File: config.mk
export PLATFORM = sky130hd
export DESIGN_NAME = script_run_segment_candidates
export DESIGN_NICKNAME = d
export VERILOG_FILES = /design/src/sv/ssc_pkg.sv /design/src/sv/ssc_hist.sv /design/src/sv/ssc_merge.sv /design/src/sv/script_run_segment_candidates.sv
export SDC_FILE = /design/constraint.sdc
export NUM_CORES = 1
export LEC_CHECK = 0
export ABC_AREA = 1
export BUFFER_PORTS_ARGS = -buffer_cell sky130_fd_sc_hd__buf_2
export CAP_MARGIN = 15
export CORE_ASPECT_RATIO = 1.25
export CORE_UTILIZATION = 48
export CTS_CLUSTER_SIZE = 25
export DETAILED_ROUTE_END_ITERATION = 10
export PLACE_DENSITY = 0.71
export SLEW_MARGIN = 15
export SYNTH_ARGS = -nofsm -noshare
export SYNTH_HDL_FRONTEND = slang
export SYNTH_SLANG_ARGS = --single-unit
export TNS_END_PERCENT = 10
File: constraint.sdc
create_clock -name i_clk -period 4.3 [get_ports i_clk]
set_input_delay 0.215 -clock i_clk [delete_from_list [all_inputs] [get_ports i_clk]]
set_output_delay 0.215 -clock i_clk [all_outputs]
set_load 0.02 [all_outputs]
File: src/sv/ssc_pkg.sv
// shared types and constants for the script run segment candidate counter
package ssc_pkg;

    localparam int CLS_W  = 5;
    localparam int CNT_W  = 5;
    localparam int LIM_W  = 8;
    localparam int CFG_W  = 64;
    localparam int CIDX_W = 2;

    localparam logic [CLS_W-1:0] C_HIRA  = 5'd8;
    localparam logic [CLS_W-1:0] C_KATA  = 5'd9;
    localparam logic [CLS_W-1:0] C_HANJI = 5'd10;
    localparam logic [CLS_W-1:0] C_HK    = 5'd11;
    localparam logic [CLS_W-1:0] C_HH    = 5'd12;
    localparam logic [CLS_W-1:0] C_KH    = 5'd13;
    localparam logic [CLS_W-1:0] C_HKH   = 5'd14;
    localparam logic [CLS_W-1:0] C_MISC  = 5'd16;
    localparam logic [CLS_W-1:0] C_KOH   = 5'd17;

    localparam logic [CIDX_W-1:0] REG_LIMITS_LOW = 2'd0;
    localparam logic [CIDX_W-1:0] REG_LIMITS_MID = 2'd1;
    localparam logic [CIDX_W-1:0] REG_LIMIT_MISC = 2'd2;

    localparam logic [CFG_W-1:0] LIMITS_RESET = 64'd1157442765409226768;
    localparam logic [LIM_W-1:0] MISC_RESET   = 8'd16;

    typedef struct packed {
        logic [CLS_W-1:0] cls;
        logic             change;
        logic             kill;
    } t_merge;

endpackage

File: src/sv/ssc_hist.sv
// class history memory, one write and one registered read port
module ssc_hist #(
    parameter int DEPTH = 16,
    parameter int AW    = 4
) (
    input  logic                      i_clk,
    input  logic                      i_we,
    input  logic [AW-1:0]             i_waddr,
    input  logic [ssc_pkg::CLS_W-1:0] i_wdata,
    input  logic [AW-1:0]             i_raddr,
    output logic [ssc_pkg::CLS_W-1:0] o_rdata
);

    logic [ssc_pkg::CLS_W-1:0] r_mem [DEPTH];
    logic [ssc_pkg::CLS_W-1:0] r_rdata;

    always_ff @(posedge i_clk) begin
        if (i_we) begin
            r_mem[i_waddr] <= i_wdata;
        end
        r_rdata <= r_mem[i_raddr];
    end

    assign o_rdata = r_rdata;

endmodule

File: src/sv/ssc_merge.sv
// merge of the running class with one earlier class
module ssc_merge (
    input  logic [ssc_pkg::CLS_W-1:0] i_run,
    input  logic [ssc_pkg::CLS_W-1:0] i_prev,
    input  logic                      i_changed,
    output ssc_pkg::t_merge           o_res
);

    logic                      w_diff;
    logic [ssc_pkg::CLS_W-1:0] w_cls;

    assign w_diff = (i_run != i_prev);

    always_comb begin
        w_cls = i_run;
        case (i_prev)
            ssc_pkg::C_HIRA: begin
                case (i_run)
                    ssc_pkg::C_KATA:  w_cls = ssc_pkg::C_HK;
                    ssc_pkg::C_HANJI: w_cls = ssc_pkg::C_HH;
                    ssc_pkg::C_KH:    w_cls = ssc_pkg::C_HKH;
                    ssc_pkg::C_KOH:   w_cls = ssc_pkg::C_HIRA;
                    default: begin
                        if (!(i_run inside {ssc_pkg::C_HH, ssc_pkg::C_HK, ssc_pkg::C_HKH,
                                            ssc_pkg::C_HIRA})) begin
                            w_cls = ssc_pkg::C_MISC;
                        end
                    end
                endcase
            end
            ssc_pkg::C_KATA: begin
                case (i_run)
                    ssc_pkg::C_HIRA:  w_cls = ssc_pkg::C_HK;
                    ssc_pkg::C_HANJI: w_cls = ssc_pkg::C_KH;
                    ssc_pkg::C_HH:    w_cls = ssc_pkg::C_HKH;
                    ssc_pkg::C_KOH:   w_cls = ssc_pkg::C_KATA;
                    default: begin
                        if (!(i_run inside {ssc_pkg::C_HK, ssc_pkg::C_KH, ssc_pkg::C_HKH,
                                            ssc_pkg::C_KATA})) begin
                            w_cls = ssc_pkg::C_MISC;
                        end
                    end
                endcase
            end
            ssc_pkg::C_HANJI: begin
                case (i_run)
                    ssc_pkg::C_HIRA: w_cls = ssc_pkg::C_HH;
                    ssc_pkg::C_KATA: w_cls = ssc_pkg::C_KH;
                    ssc_pkg::C_HK:   w_cls = ssc_pkg::C_HKH;
                    ssc_pkg::C_KOH:  w_cls = ssc_pkg::C_HKH;
                    default: begin
                        if (!(i_run inside {ssc_pkg::C_HH, ssc_pkg::C_KH, ssc_pkg::C_HKH,
                                            ssc_pkg::C_HANJI})) begin
                            w_cls = ssc_pkg::C_MISC;
                        end
                    end
                endcase
            end
            ssc_pkg::C_KOH: begin
                // any running class ends up as misc here
                w_cls = ssc_pkg::C_MISC;
            end
            default: begin
                if (w_diff) begin
                    w_cls = ssc_pkg::C_MISC;
                end
            end
        endcase
    end

    assign o_res.cls    = w_cls;
    assign o_res.change = i_changed | w_diff;
    assign o_res.kill   = i_changed & w_diff;

endmodule

File: src/sv/script_run_segment_candidates.sv
// top level: history, walk sequencer and span limit registers
// Usage:
//   input channel  : i_valid / o_ready, word = i_char_class, i_sentence_start
//   output channel : o_valid / i_ready, word = o_candidate_count
//   config port    : i_cfg_we, i_cfg_idx, i_cfg_data; to be written only while
//                    no word is in flight; the block itself does not enforce this
// One word is worked at a time. The accept cycle stores the class in the
// history memory, then the walk visits the classes from newest to older, each
// visit one merge in the merge unit and one limit compare, from 1 up to MAX_SEG
// classes; the history memory read port fetches the next older class each
// cycle. The count then sits in the output register until taken.
// A stalled receiver holds the result and o_ready stays low until it is taken.
// Reset empties the history (fill count zero), restores the default limits
// and returns the block to idle; the history memory itself is not cleared.
module script_run_segment_candidates #(
    parameter int MAX_SEG = 16
) (
    input  logic                       i_clk,
    input  logic                       i_rst_n,
    input  logic                       i_valid,
    output logic                       o_ready,
    input  logic [ssc_pkg::CLS_W-1:0]  i_char_class,
    input  logic                       i_sentence_start,
    output logic                       o_valid,
    input  logic                       i_ready,
    output logic [ssc_pkg::CNT_W-1:0]  o_candidate_count,
    input  logic                       i_cfg_we,
    input  logic [ssc_pkg::CIDX_W-1:0] i_cfg_idx,
    input  logic [ssc_pkg::CFG_W-1:0]  i_cfg_data
);

    localparam int AW = (MAX_SEG > 1) ? $clog2(MAX_SEG) : 1;
    localparam int CW = $clog2(MAX_SEG + 1);
    localparam int DW = CW + 1;
    localparam int LW = (CW > ssc_pkg::LIM_W) ? CW : ssc_pkg::LIM_W;
    localparam logic [CW-1:0] FULL     = CW'(MAX_SEG);
    localparam logic [AW-1:0] LAST_ADR = AW'(MAX_SEG - 1);

    typedef enum logic [1:0] {
        S_IDLE,
        S_WALK,
        S_OUT
    } t_state;

    t_state r_state, n_state;
    logic [CW-1:0] r_fill, n_fill;
    logic [CW-1:0] r_idx, n_idx;
    logic [CW-1:0] r_count, n_count;
    logic [AW-1:0] r_head, n_head;
    logic [ssc_pkg::CLS_W-1:0] r_cls, n_cls;
    logic [ssc_pkg::CLS_W-1:0] r_run, n_run;
    logic r_changed, n_changed;
    logic [ssc_pkg::CFG_W-1:0] r_lim_low, r_lim_mid;
    logic [ssc_pkg::LIM_W-1:0] r_lim_misc;

    logic                      w_accept;
    logic [CW-1:0]             w_base;
    logic [CW-1:0]             w_next_idx;
    logic [DW-1:0]             w_radr_sum;
    logic [AW-1:0]             w_raddr;
    logic [ssc_pkg::CLS_W-1:0] w_rdata;
    logic [ssc_pkg::CLS_W-1:0] w_prev;
    ssc_pkg::t_merge           w_merge;
    logic [ssc_pkg::LIM_W-1:0] w_lim;
    logic                      w_stop;

    assign w_accept   = i_valid & o_ready;
    assign w_next_idx = r_idx + CW'(1);

    // entry k lives at head - k, modulo the depth
    always_comb begin
        w_radr_sum = DW'(r_head) + DW'(MAX_SEG) - DW'(w_next_idx);
        if (w_radr_sum >= DW'(MAX_SEG)) begin
            w_radr_sum = w_radr_sum - DW'(MAX_SEG);
        end
    end
    assign w_raddr = w_radr_sum[AW-1:0];

    ssc_hist #(
        .DEPTH(MAX_SEG),
        .AW   (AW)
    ) u_hist (
        .i_clk  (i_clk),
        .i_we   (w_accept),
        .i_waddr(n_head),
        .i_wdata(i_char_class),
        .i_raddr(w_raddr),
        .o_rdata(w_rdata)
    );

    assign w_prev = (r_idx == '0) ? r_cls : w_rdata;

    ssc_merge u_merge (
        .i_run    (r_run),
        .i_prev   (w_prev),
        .i_changed(r_changed),
        .o_res    (w_merge)
    );

    always_comb begin
        if (w_merge.cls < 5'd8) begin
            w_lim = r_lim_low[w_merge.cls[2:0]*8 +: 8];
        end else if (w_merge.cls < 5'd16) begin
            w_lim = r_lim_mid[w_merge.cls[2:0]*8 +: 8];
        end else begin
            w_lim = r_lim_misc;
        end
    end

    // the index never reaches MAX_SEG, so clamping the limit to MAX_SEG would change nothing
    assign w_stop = w_merge.kill | (LW'(r_idx) >= LW'(w_lim));

    assign w_base = i_sentence_start ? '0 : r_fill;

    always_comb begin
        n_state   = r_state;
        n_fill    = r_fill;
        n_idx     = r_idx;
        n_count   = r_count;
        n_head    = r_head;
        n_cls     = r_cls;
        n_run     = r_run;
        n_changed = r_changed;
        if (w_accept) begin
            n_head    = (r_head == LAST_ADR) ? '0 : r_head + AW'(1);
        end
        case (r_state)
            S_IDLE: begin
                if (w_accept) begin
                    n_fill    = (w_base == FULL) ? w_base : w_base + CW'(1);
                    n_cls     = i_char_class;
                    n_run     = i_char_class;
                    n_changed = 1'b0;
                    n_idx     = '0;
                    n_count   = '0;
                    n_state   = S_WALK;
                end
            end
            S_WALK: begin
                if (w_stop) begin
                    n_state = S_OUT;
                end else begin
                    n_count   = r_count + CW'(1);
                    n_idx     = w_next_idx;
                    n_run     = w_merge.cls;
                    n_changed = w_merge.change;
                    if (w_next_idx == r_fill) begin
                        n_state = S_OUT;
                    end
                end
            end
            S_OUT: begin
                if (i_ready) begin
                    n_state = S_IDLE;
                end
            end
            default: begin
                n_state = S_IDLE;
            end
        endcase
    end

    always_ff @(posedge i_clk) begin
        if (!i_rst_n) begin
            r_state    <= S_IDLE;
            r_fill     <= '0;
            r_head     <= '0;
            r_lim_low  <= ssc_pkg::LIMITS_RESET;
            r_lim_mid  <= ssc_pkg::LIMITS_RESET;
            r_lim_misc <= ssc_pkg::MISC_RESET;
        end else begin
            r_state <= n_state;
            r_fill  <= n_fill;
            r_head  <= n_head;
            if (i_cfg_we) begin
                case (i_cfg_idx)
                    ssc_pkg::REG_LIMITS_LOW: r_lim_low  <= i_cfg_data;
                    ssc_pkg::REG_LIMITS_MID: r_lim_mid  <= i_cfg_data;
                    ssc_pkg::REG_LIMIT_MISC: r_lim_misc <= i_cfg_data[ssc_pkg::LIM_W-1:0];
                    default: ;
                endcase
            end
        end
        r_idx     <= n_idx;
        r_count   <= n_count;
        r_cls     <= n_cls;
        r_run     <= n_run;
        r_changed <= n_changed;
    end

    assign o_ready           = (r_state == S_IDLE);
    assign o_valid           = (r_state == S_OUT);
    assign o_candidate_count = ssc_pkg::CNT_W'(r_count);

    a_fill_range: assert property (@(posedge i_clk) disable iff (!i_rst_n)
        r_fill <= FULL)
        else $error("history fill beyond depth");

    a_walk_in_fill: assert property (@(posedge i_clk) disable iff (!i_rst_n)
        (r_state == S_WALK) |-> (r_idx < r_fill))
        else $error("walk index past history fill");

    a_count_bound: assert property (@(posedge i_clk) disable iff (!i_rst_n)
        o_valid |-> (r_count <= r_fill))
        else $error("count exceeds history fill");

    a_fill_after_accept: assert property (@(posedge i_clk) disable iff (!i_rst_n)
        w_accept |=> (r_fill != '0) && (r_state == S_WALK))
        else $error("accepted word did not start a walk");

    a_idle_after_out: assert property (@(posedge i_clk) disable iff (!i_rst_n)
        (o_valid && i_ready) |=> (o_ready && !o_valid))
        else $error("block not idle after result taken");

endmodule

==> impl_metrics.csv, run 1 <==
group,metric,value,unit
sta,finClkSkew,0.0193,ns
route,first_pass_iters,5,
placement,place.gp.congestion,0.917,
power,intPower,4.90,mW
yosys,yosysTopAreaCell,"dfxtp_1",
sta,fin_ws,0.103,ns
yosys,synth_cells,1357,
power,leakagePower,5.77,nW
yosys,synth-simple-area-share,24.0,%
placement,dp_hpwl,19.9,mm
placement,dp_cells,1690,
route,postRouteWirelength,30.2,mm
sta,fmax,0.238,GHz
die,fp-row-count,62,
setup_path,critical_path_class,"reg2reg",
global_routing,antenna_found_initial,0,
global_routing,grt_pass1_vias,9545,
yosys,synth_area,11400,µm²
sta,finalSetupViolCount,0,
die,start_util,49.1,%
setup_path,cp-start-kind,"flip-flop",
sta,post-route-period-util,97.6,%
clock_tree,clock_sinks,253,
clock_tree,cts.clk_slew.worst_paths,0.06,ns
global_routing,grt_pass1_wl,48.1,mm
power,pwr_density_cell,520,nW/µm²
cells_and_area,finish.instance_area,13900,µm²
yosys,yosys.area_share.xor_xnor,0.915,%
die,die_w,140,µm
setup_path,critical_path_required,4.57,ns
yosys,synth_compound_area_share,14.0,%
yosys,synth_mux_area_share,0.496,%
sta,tightest_slew,0.928,ns
yosys,synth-seq-area-share,53.5,%
power,combPwrFrac,28.4,%
sta,fin_crit,4.20,ns
power,sw_frac_of_total,32.1,%
clock_tree,insertion_delay,0.55,ns
sta,final_max_slew_viol_count,0,
power,finalPower,7.21,mW
setup_path,crit_fanout,39,
power,power.switching,2.31,mW
cells_and_area,drive_above_1_share,14.5,%
cells_and_area,synthToLayoutAreaGrowth,22.0,%
clock_tree,clockBufferDepth,3,
route,drc,0,
route,wl_per_cell,16.7,µm
power,sequentialPowerShare,38.4,%
global_routing,grt_max_degree,64,
yosys,synth_warnings,0,
yosys,ys_top_cells_by_area,"dfxtp_1 27%, edfxtp_1 27%, nor2_1 12%, o21ai_0 7.9%, nand2_1 4.4%",
min_path,hp-class,"in2reg",
power,power.share.clock,33.1,%
clock_tree,cts_max_level,1,
clock_tree,cts_root_buf,"clkbuf_16",
setup_path,r2r_slack,0.10,ns
cells_and_area,antennaDiodeCount,0,
die,die_height,174,µm
route,via_per_inst,5.47,
die,core-area,23100,µm²
yosys,synth_top_family_by_area,"simple AND/OR/NAND/NOR gates",
cells_and_area,stdcell_count,1813,
cells_and_area,fin_util,59.9,%
yosys,synth.distinct_cells,47,
clock_tree,cts_inserted_buffers,27,
route,drt_iter0_markers,701,
yosys,synth_fp_nets,1449,
setup_path,end_kind,"flip-flop",
clock_tree,cts_tree,"yes",
die,io-pin-count,84,
setup_path,cpMaxStageDelayCell,"edfxtp_1",
sta,tns,0,ns
die,dieArea,24300,µm²
yosys,synthAdderAreaFrac,1.72,%
setup_path,cp_common_cell,"nand2_1",
yosys,synth_seq_cells,253,
sta,hold_violations,0,
sta,rsz0062_at_grt,"yes",
status,outcome,"finished, final reports clean",
placement,placed_area,12100,µm²
yosys,synth_flop_cell,"dfxtp_1",
placement,pre_cts_ws,0.0123,ns
setup_path,cp.arrival,4.46,ns
placement,port_buffers,83,
sta,holdWs,0.0665,ns
yosys,syn_avg_cell_area,8.36,µm²
min_path,min_path_cells,4,
yosys,yosysTopAreaCellShare,26.8,%
global_routing,grt_usage,24.7,%
global_routing,overflow,0,
route,ant_nets,0,
flow_run,maxCapViolCount,0,
setup_path,reg2reg_depth,29,
setup_path,worst_path_largest_cell_delay,0.41,ns
power,ir_drop,0.357,mV
yosys,synth-async-reset-ratio,0,%
sta,timing.slew.headroom,38.2,%
cells_and_area,layout.nets,1597,
route,num_vias,9909,
yosys,synth_edf_count,101,
-- cell usage after synthesis, drive strengths merged, types with 16 or more instances --
cell and count:
a21oi 25, buf 16, clkbuf 58, dfxtp 152, edfxtp 101, inv 66
nand2 144, nand3 92, nor2 379, nor3 21, o21ai 198, o32ai 20
-- cell usage in the layout, fill, tap and decap left out, types with 6 or more instances in the layout --
master and count:
a21oi_1 24, o22ai_1 14, nand2_1 129, nor2_4 9
nand2_2 12, xor2_1 7, nand3_1 88, buf_4 33
dlygate4sd3_1 68, edfxtp_1 101, clkbuf_16 29, o21ai_0 178
a31oi_1 7, o32ai_1 20, dfxtp_1 152, inv_1 60
nor2_1 366, clkbuf_8 6, o21ai_1 18, ha_1 14
nor3_1 19, buf_2 83
-- path summary, 6_finish.rpt --
check	start	end
min reg2reg	r_lim_misc[5]	r_lim_misc[5]
max	r_idx[0]	r_run[0]
max reg2reg	r_idx[0]	r_run[0]
min	i_sentence_start	r_fill[4]
-- per-layer routing --
metal	track usage (%)	part of all wire [%]
met1	29.4	41
met2	45.4	51
met3	3.11	4.6
met4	9.16	3.2
met5	0	0
-- state kept, by name, indices dropped and copies added (netlist names) --
signal             count
r_lim_low             64
r_head                 4
r_lim_misc             8
r_cls                  5
o_candidate_count      5
r_lim_mid             64
r_fill                 5
r_changed              1
r_idx                  5
r_run                  5
u_hist.o_rdata         5
u_hist.r_mem          80
r_state                2
-- layout make-up --
class                   count  area (µm²)
multi-input cells         963        4740
clock inverters            12         158
fillers                  1984        9270
repair buffers            192        1490
clock buffers              37         773
flip-flops and latches    253        6080
well taps                 288         360
inverters                  68         260
-- worst max-delay path: cells and delay by family (launching register included) --
family,cells,cell delay [ns]
adder cells (fa/ha/maj),2,0.42
buffers and inverters,5,0.60
AND/OR/NAND/NOR,14,1.37
flip-flops,1,0.41
AO/OA/AOI/OAI,8,1.11
-- logic make-up (layout without fill, tap and decap cells) --
logic type / Yosys count / after routing
simple gates: 647 / 648
compound gates: 284 / 284
flops: 253 / 253
buf+inv: 142 / 309
fa+ha+maj: 15 / 15
xor+xnor: 11 / 11
mux: 5 / 5
-- what timing repair did --
item | CTS | global route
setup endpoints to repair | 16 | 18
resized for setup | 3 | 18
setup buffers | 0 | 3
pin swaps | 2 | 6
gates cloned | 1 | 2
hold buffers | 68 | 0
hold endpoints to repair | 132 | 0
-- power groups by stage --
| stage | Sequential [mW] | Clock [mW] | Combinational, mW |
|---|---|---|---|
| 3_5_place_dp | 2.81 | 0 | 1.90 |
| 3_3_place_gp | 2.81 | 0 | 1.88 |
| 5_1_grt | 2.78 | 2.51 | 2.27 |
| 6_report | 2.77 | 2.39 | 2.05 |
| 2_1_floorplan | 2.81 | 0 | 1.34 |
| 4_1_cts | 2.77 | 2.42 | 1.97 |
Power figures use the tool's default switching activity.
==> run 2, diff against run 1 <==
Settings changed: ABC_AREA 1 to default, CORE_MARGIN from default to 5.
==> run 2 against run 1 <==
  * The run now ends with negative setup slack left
  * Worst hold slack got worse by 0.0066 ns
  * Clock power decreased by 18%
  * Flip-flop and latch count unchanged
  * Cell count decreased by 6.6%
  * Setup slack got worse by 0.66 ns
  * Global-route usage decreased by 2.5 points
  * Non-clock buffer count increased by 48
  * Critical path depth decreased by 6
  * Critical endpoint is now o_candidate_count[4]
  * Highest routed layer unchanged
==> impl_metrics.csv, run 2 <==
group,metric,value,unit
status,outcome,"complete, but fails checks",
status,violations,"negative setup slack",
cells_and_area,stdcell_count,1693,
clock_tree,cts_inserted_buffers,25,
placement,placed_area,12600,µm²
cells_and_area,finish.instance_area,14100,µm²
sta,tns,-9.77,ns
yosys,synth.distinct_cells,64,
clock_tree,cts.clk_slew.worst_paths,0.06,ns
yosys,synth_area,11200,µm²
yosys,synth_cells,1193,
sta,fmax,0.206,GHz
placement,dp_hpwl,21.0,mm
route,drc,0,
die,dieArea,26600,µm²
die,start_util,48.8,%
cells_and_area,final_common_cell,"nand2_1",
sta,timing.slew.headroom,35.2,%
cells_and_area,drive_above_1_share,19.9,%
clock_tree,clockBufferDepth,3,
min_path,hp-class,"in2reg",
setup_path,crit_fanout,15,
die,core-area,23000,µm²
setup_path,cp_top_family,"compound AO/OA/AOI/OAI gates",
setup_path,cp_common_cell,"buf_12",
cells_and_area,largest_register_ffs,80,
yosys,synth_seq_cells,253,
yosys,synth-async-reset-ratio,0,%
yosys,synth-seq-area-share,54.0,%
route,postRouteWirelength,30.7,mm
sta,final_max_slew_viol_count,0,
power,pwr_density_cell,490,nW/µm²
sta,rsz0062_at_grt,"yes",
setup_path,critical_path_class,"reg2reg",
clock_tree,clock_sinks,253,
sta,finClkSkew,0.0209,ns
setup_path,path_buf_inv,4,
route,first_pass_iters,5,
route,drt_iter0_markers,627,
placement,pre_cts_ws,-0.647,ns
die,io-pin-count,84,
placement,dp_cells,1584,
sta,hold_violations,0,
setup_path,cpMaxStageDelayCell,"or4b_4",
die,die_w,147,µm
sta,post-route-period-util,113,%
route,via_per_inst,5.55,
cells_and_area,largest-register,"u_hist.r_mem",
flow_run,maxCapViolCount,0,
route,ant_nets,0,
clock_tree,cts_tree,"yes",
cells_and_area,top_regs,"u_hist.r_mem: 80 flops, r_lim_low: 64 flops, r_lim_mid: 64 flops",
yosys,ys_top_cells_by_count,"372 x nand2_1, 152 x dfxtp_1, 121 x a21oi_1",
global_routing,grt_pass1_wl,48.1,mm
setup_path,critical_path_required,4.53,ns
route,wl_per_cell,18.1,µm
cells_and_area,n_fill_cell,1911,
yosys,synthMostInstantiatedCell,"nand2_1",
cells_and_area,mostFrequentLayoutCells,"368 x nand2_1, 152 x dfxtp_1, 121 x a21oi_1",
clock_tree,cts_max_level,1,
die,die_height,181,µm
yosys,ys_top_cells_by_area,"dfxtp_1 27%, edfxtp_1 27%, nand2_1 12%, a21oi_1 5.4%, mux4_2 5.0%",
setup_path,worst_path_largest_cell_delay,0.55,ns
global_routing,grt_usage,22.3,%
yosys,synth_edf_count,101,
yosys,synth_flop_cell,"dfxtp_1",
sta,finalSetupViolCount,18,
yosys,syn_avg_cell_area,9.42,µm²
clock_tree,insertion_delay,0.52,ns
yosys,yosysTopAreaCell,"dfxtp_1",
route,num_vias,9395,
sta,tightest_slew,0.972,ns
cells_and_area,regArea,6080,µm²
yosys,synth_fp_nets,1285,
power,leakagePower,5.29,nW
yosys,synth_warnings,0,
placement,place.gp.congestion,0.904,
global_routing,grt_pass1_vias,9353,
cells_and_area,synthToLayoutAreaGrowth,25.0,%
setup_path,cp.arrival,5.09,ns
setup_path,cp_cell_sequence,"inv_2, ha_4, or4b_4, mux2i_1, o311a_1, a31oi_2, and2_4, buf_12, buf_12, nand4_1, a41oi_2, a211o_1, ha_1, a21oi_1, o21ai_1, a21oi_1, nor2b_2, o22ai_4, nor2_2, a311oi_2, o211ai_1, o21ai_4, buf_12",
sta,fin_ws,-0.559,ns
power,ir_drop,0.485,mV
cells_and_area,antennaDiodeCount,0,
clock_tree,cts_setup_buffers,0,
setup_path,cp-start-kind,"flip-flop",
die,fp-row-count,62,
cells_and_area,layout.nets,1479,
yosys,yosysTopAreaCellShare,27.1,%
global_routing,grt_max_degree,120,
clock_tree,cts_root_buf,"clkbuf_16",
cells_and_area,multiInputGateArea,4980,µm²
setup_path,end_kind,"flip-flop",
global_routing,overflow,0,
placement,port_buffers,83,
sta,fin_crit,4.86,ns
global_routing,antenna_found_initial,0,
[run 2: per-layer routing]
metal / routed length, µm / vias up / track usage, % / part of all wire (%)
met3: 1690 / 87 / 2.98 / 5.5
li1: - / 4542 / - / -
met2: 15900 / 330 / 40.8 / 52
met1: 11900 / 4436 / 26.3 / 39
met5: 0 / - / 0 / 0
met4: 1250 / 0 / 8.73 / 4.1
[run 2: timing repair]
action                                  in CTS  in global routing
endpoints found under the hold margin      133                  0
endpoints found under the setup margin      18                 18
gates resized for setup                     14                  4
hold buffers                                64                  0
pin swaps                                    4                 10
[run 2: final cells by class]
type,instances,area share [%]
inverter,17,0.463
multi-input combinational,850,35.4
clock buffer,31,4.61
clock inverter,14,0.543
timing repair buffer,240,13.1
sequential,253,43.2
tap,288,2.56
[run 2: final timing paths]
kind / to / cells after the start / slack, ns / from
max: o_candidate_count[4] / 23 / -0.56 / r_idx[0]
min reg2reg: r_lim_mid[6] / 2 / 0.45 / r_lim_mid[6]
max reg2reg: o_candidate_count[4] / 23 / -0.56 / r_idx[0]
min: r_fill[3] / 4 / 0.06 / i_sentence_start
[run 2: where the power goes]
part | internal, mW | total, mW | switching (mW)
logic | 1.04 | 2.15 | 1.12
registers | 2.67 | 2.76 | 0.0912
clock network | 1.07 | 1.97 | 0.895
[run 2: metrics by stage]
step                      hold slack (ns)  power (mW)  utilization [%]
after floorplan                     0.314        4.11                -
after global placement              0.439        4.84             54.7
after detailed placement            0.445        4.88             54.7
after CTS                          0.0434        6.92             60.9
after global routing               0.0775        7.21             61.0
final                              0.0599        6.88             61.0
[run 2: cells by family after synthesis]
kind of cell    after synthesis  share of synthesized area (%)
fa+ha+maj                    15                           1.74
simple gates                572                           21.9
mux                          41                           6.43
xor+xnor                     26                           2.03
compound gates              196                           10.8
buf+inv                      90                           3.10
flops                       253                           54.0
[run 2: worst reg2reg max path: stages, from the launching register on]
cell and delay (ns):
edfxtp_1 0.40, inv_2 0.10, ha_4 0.13, or4b_4 0.55
mux2i_1 0.28, o311a_1 0.22, a31oi_2 0.09, and2_4 0.16
buf_12 0.13, buf_12 0.13, nand4_1 0.11, a41oi_2 0.13
a211o_1 0.25, ha_1 0.31, a21oi_1 0.12, o21ai_1 0.08
a21oi_1 0.16, nor2b_2 0.08, o22ai_4 0.23, nor2_2 0.08
a311oi_2 0.19, o211ai_1 0.23, o21ai_4 0.24, buf_12 0.17
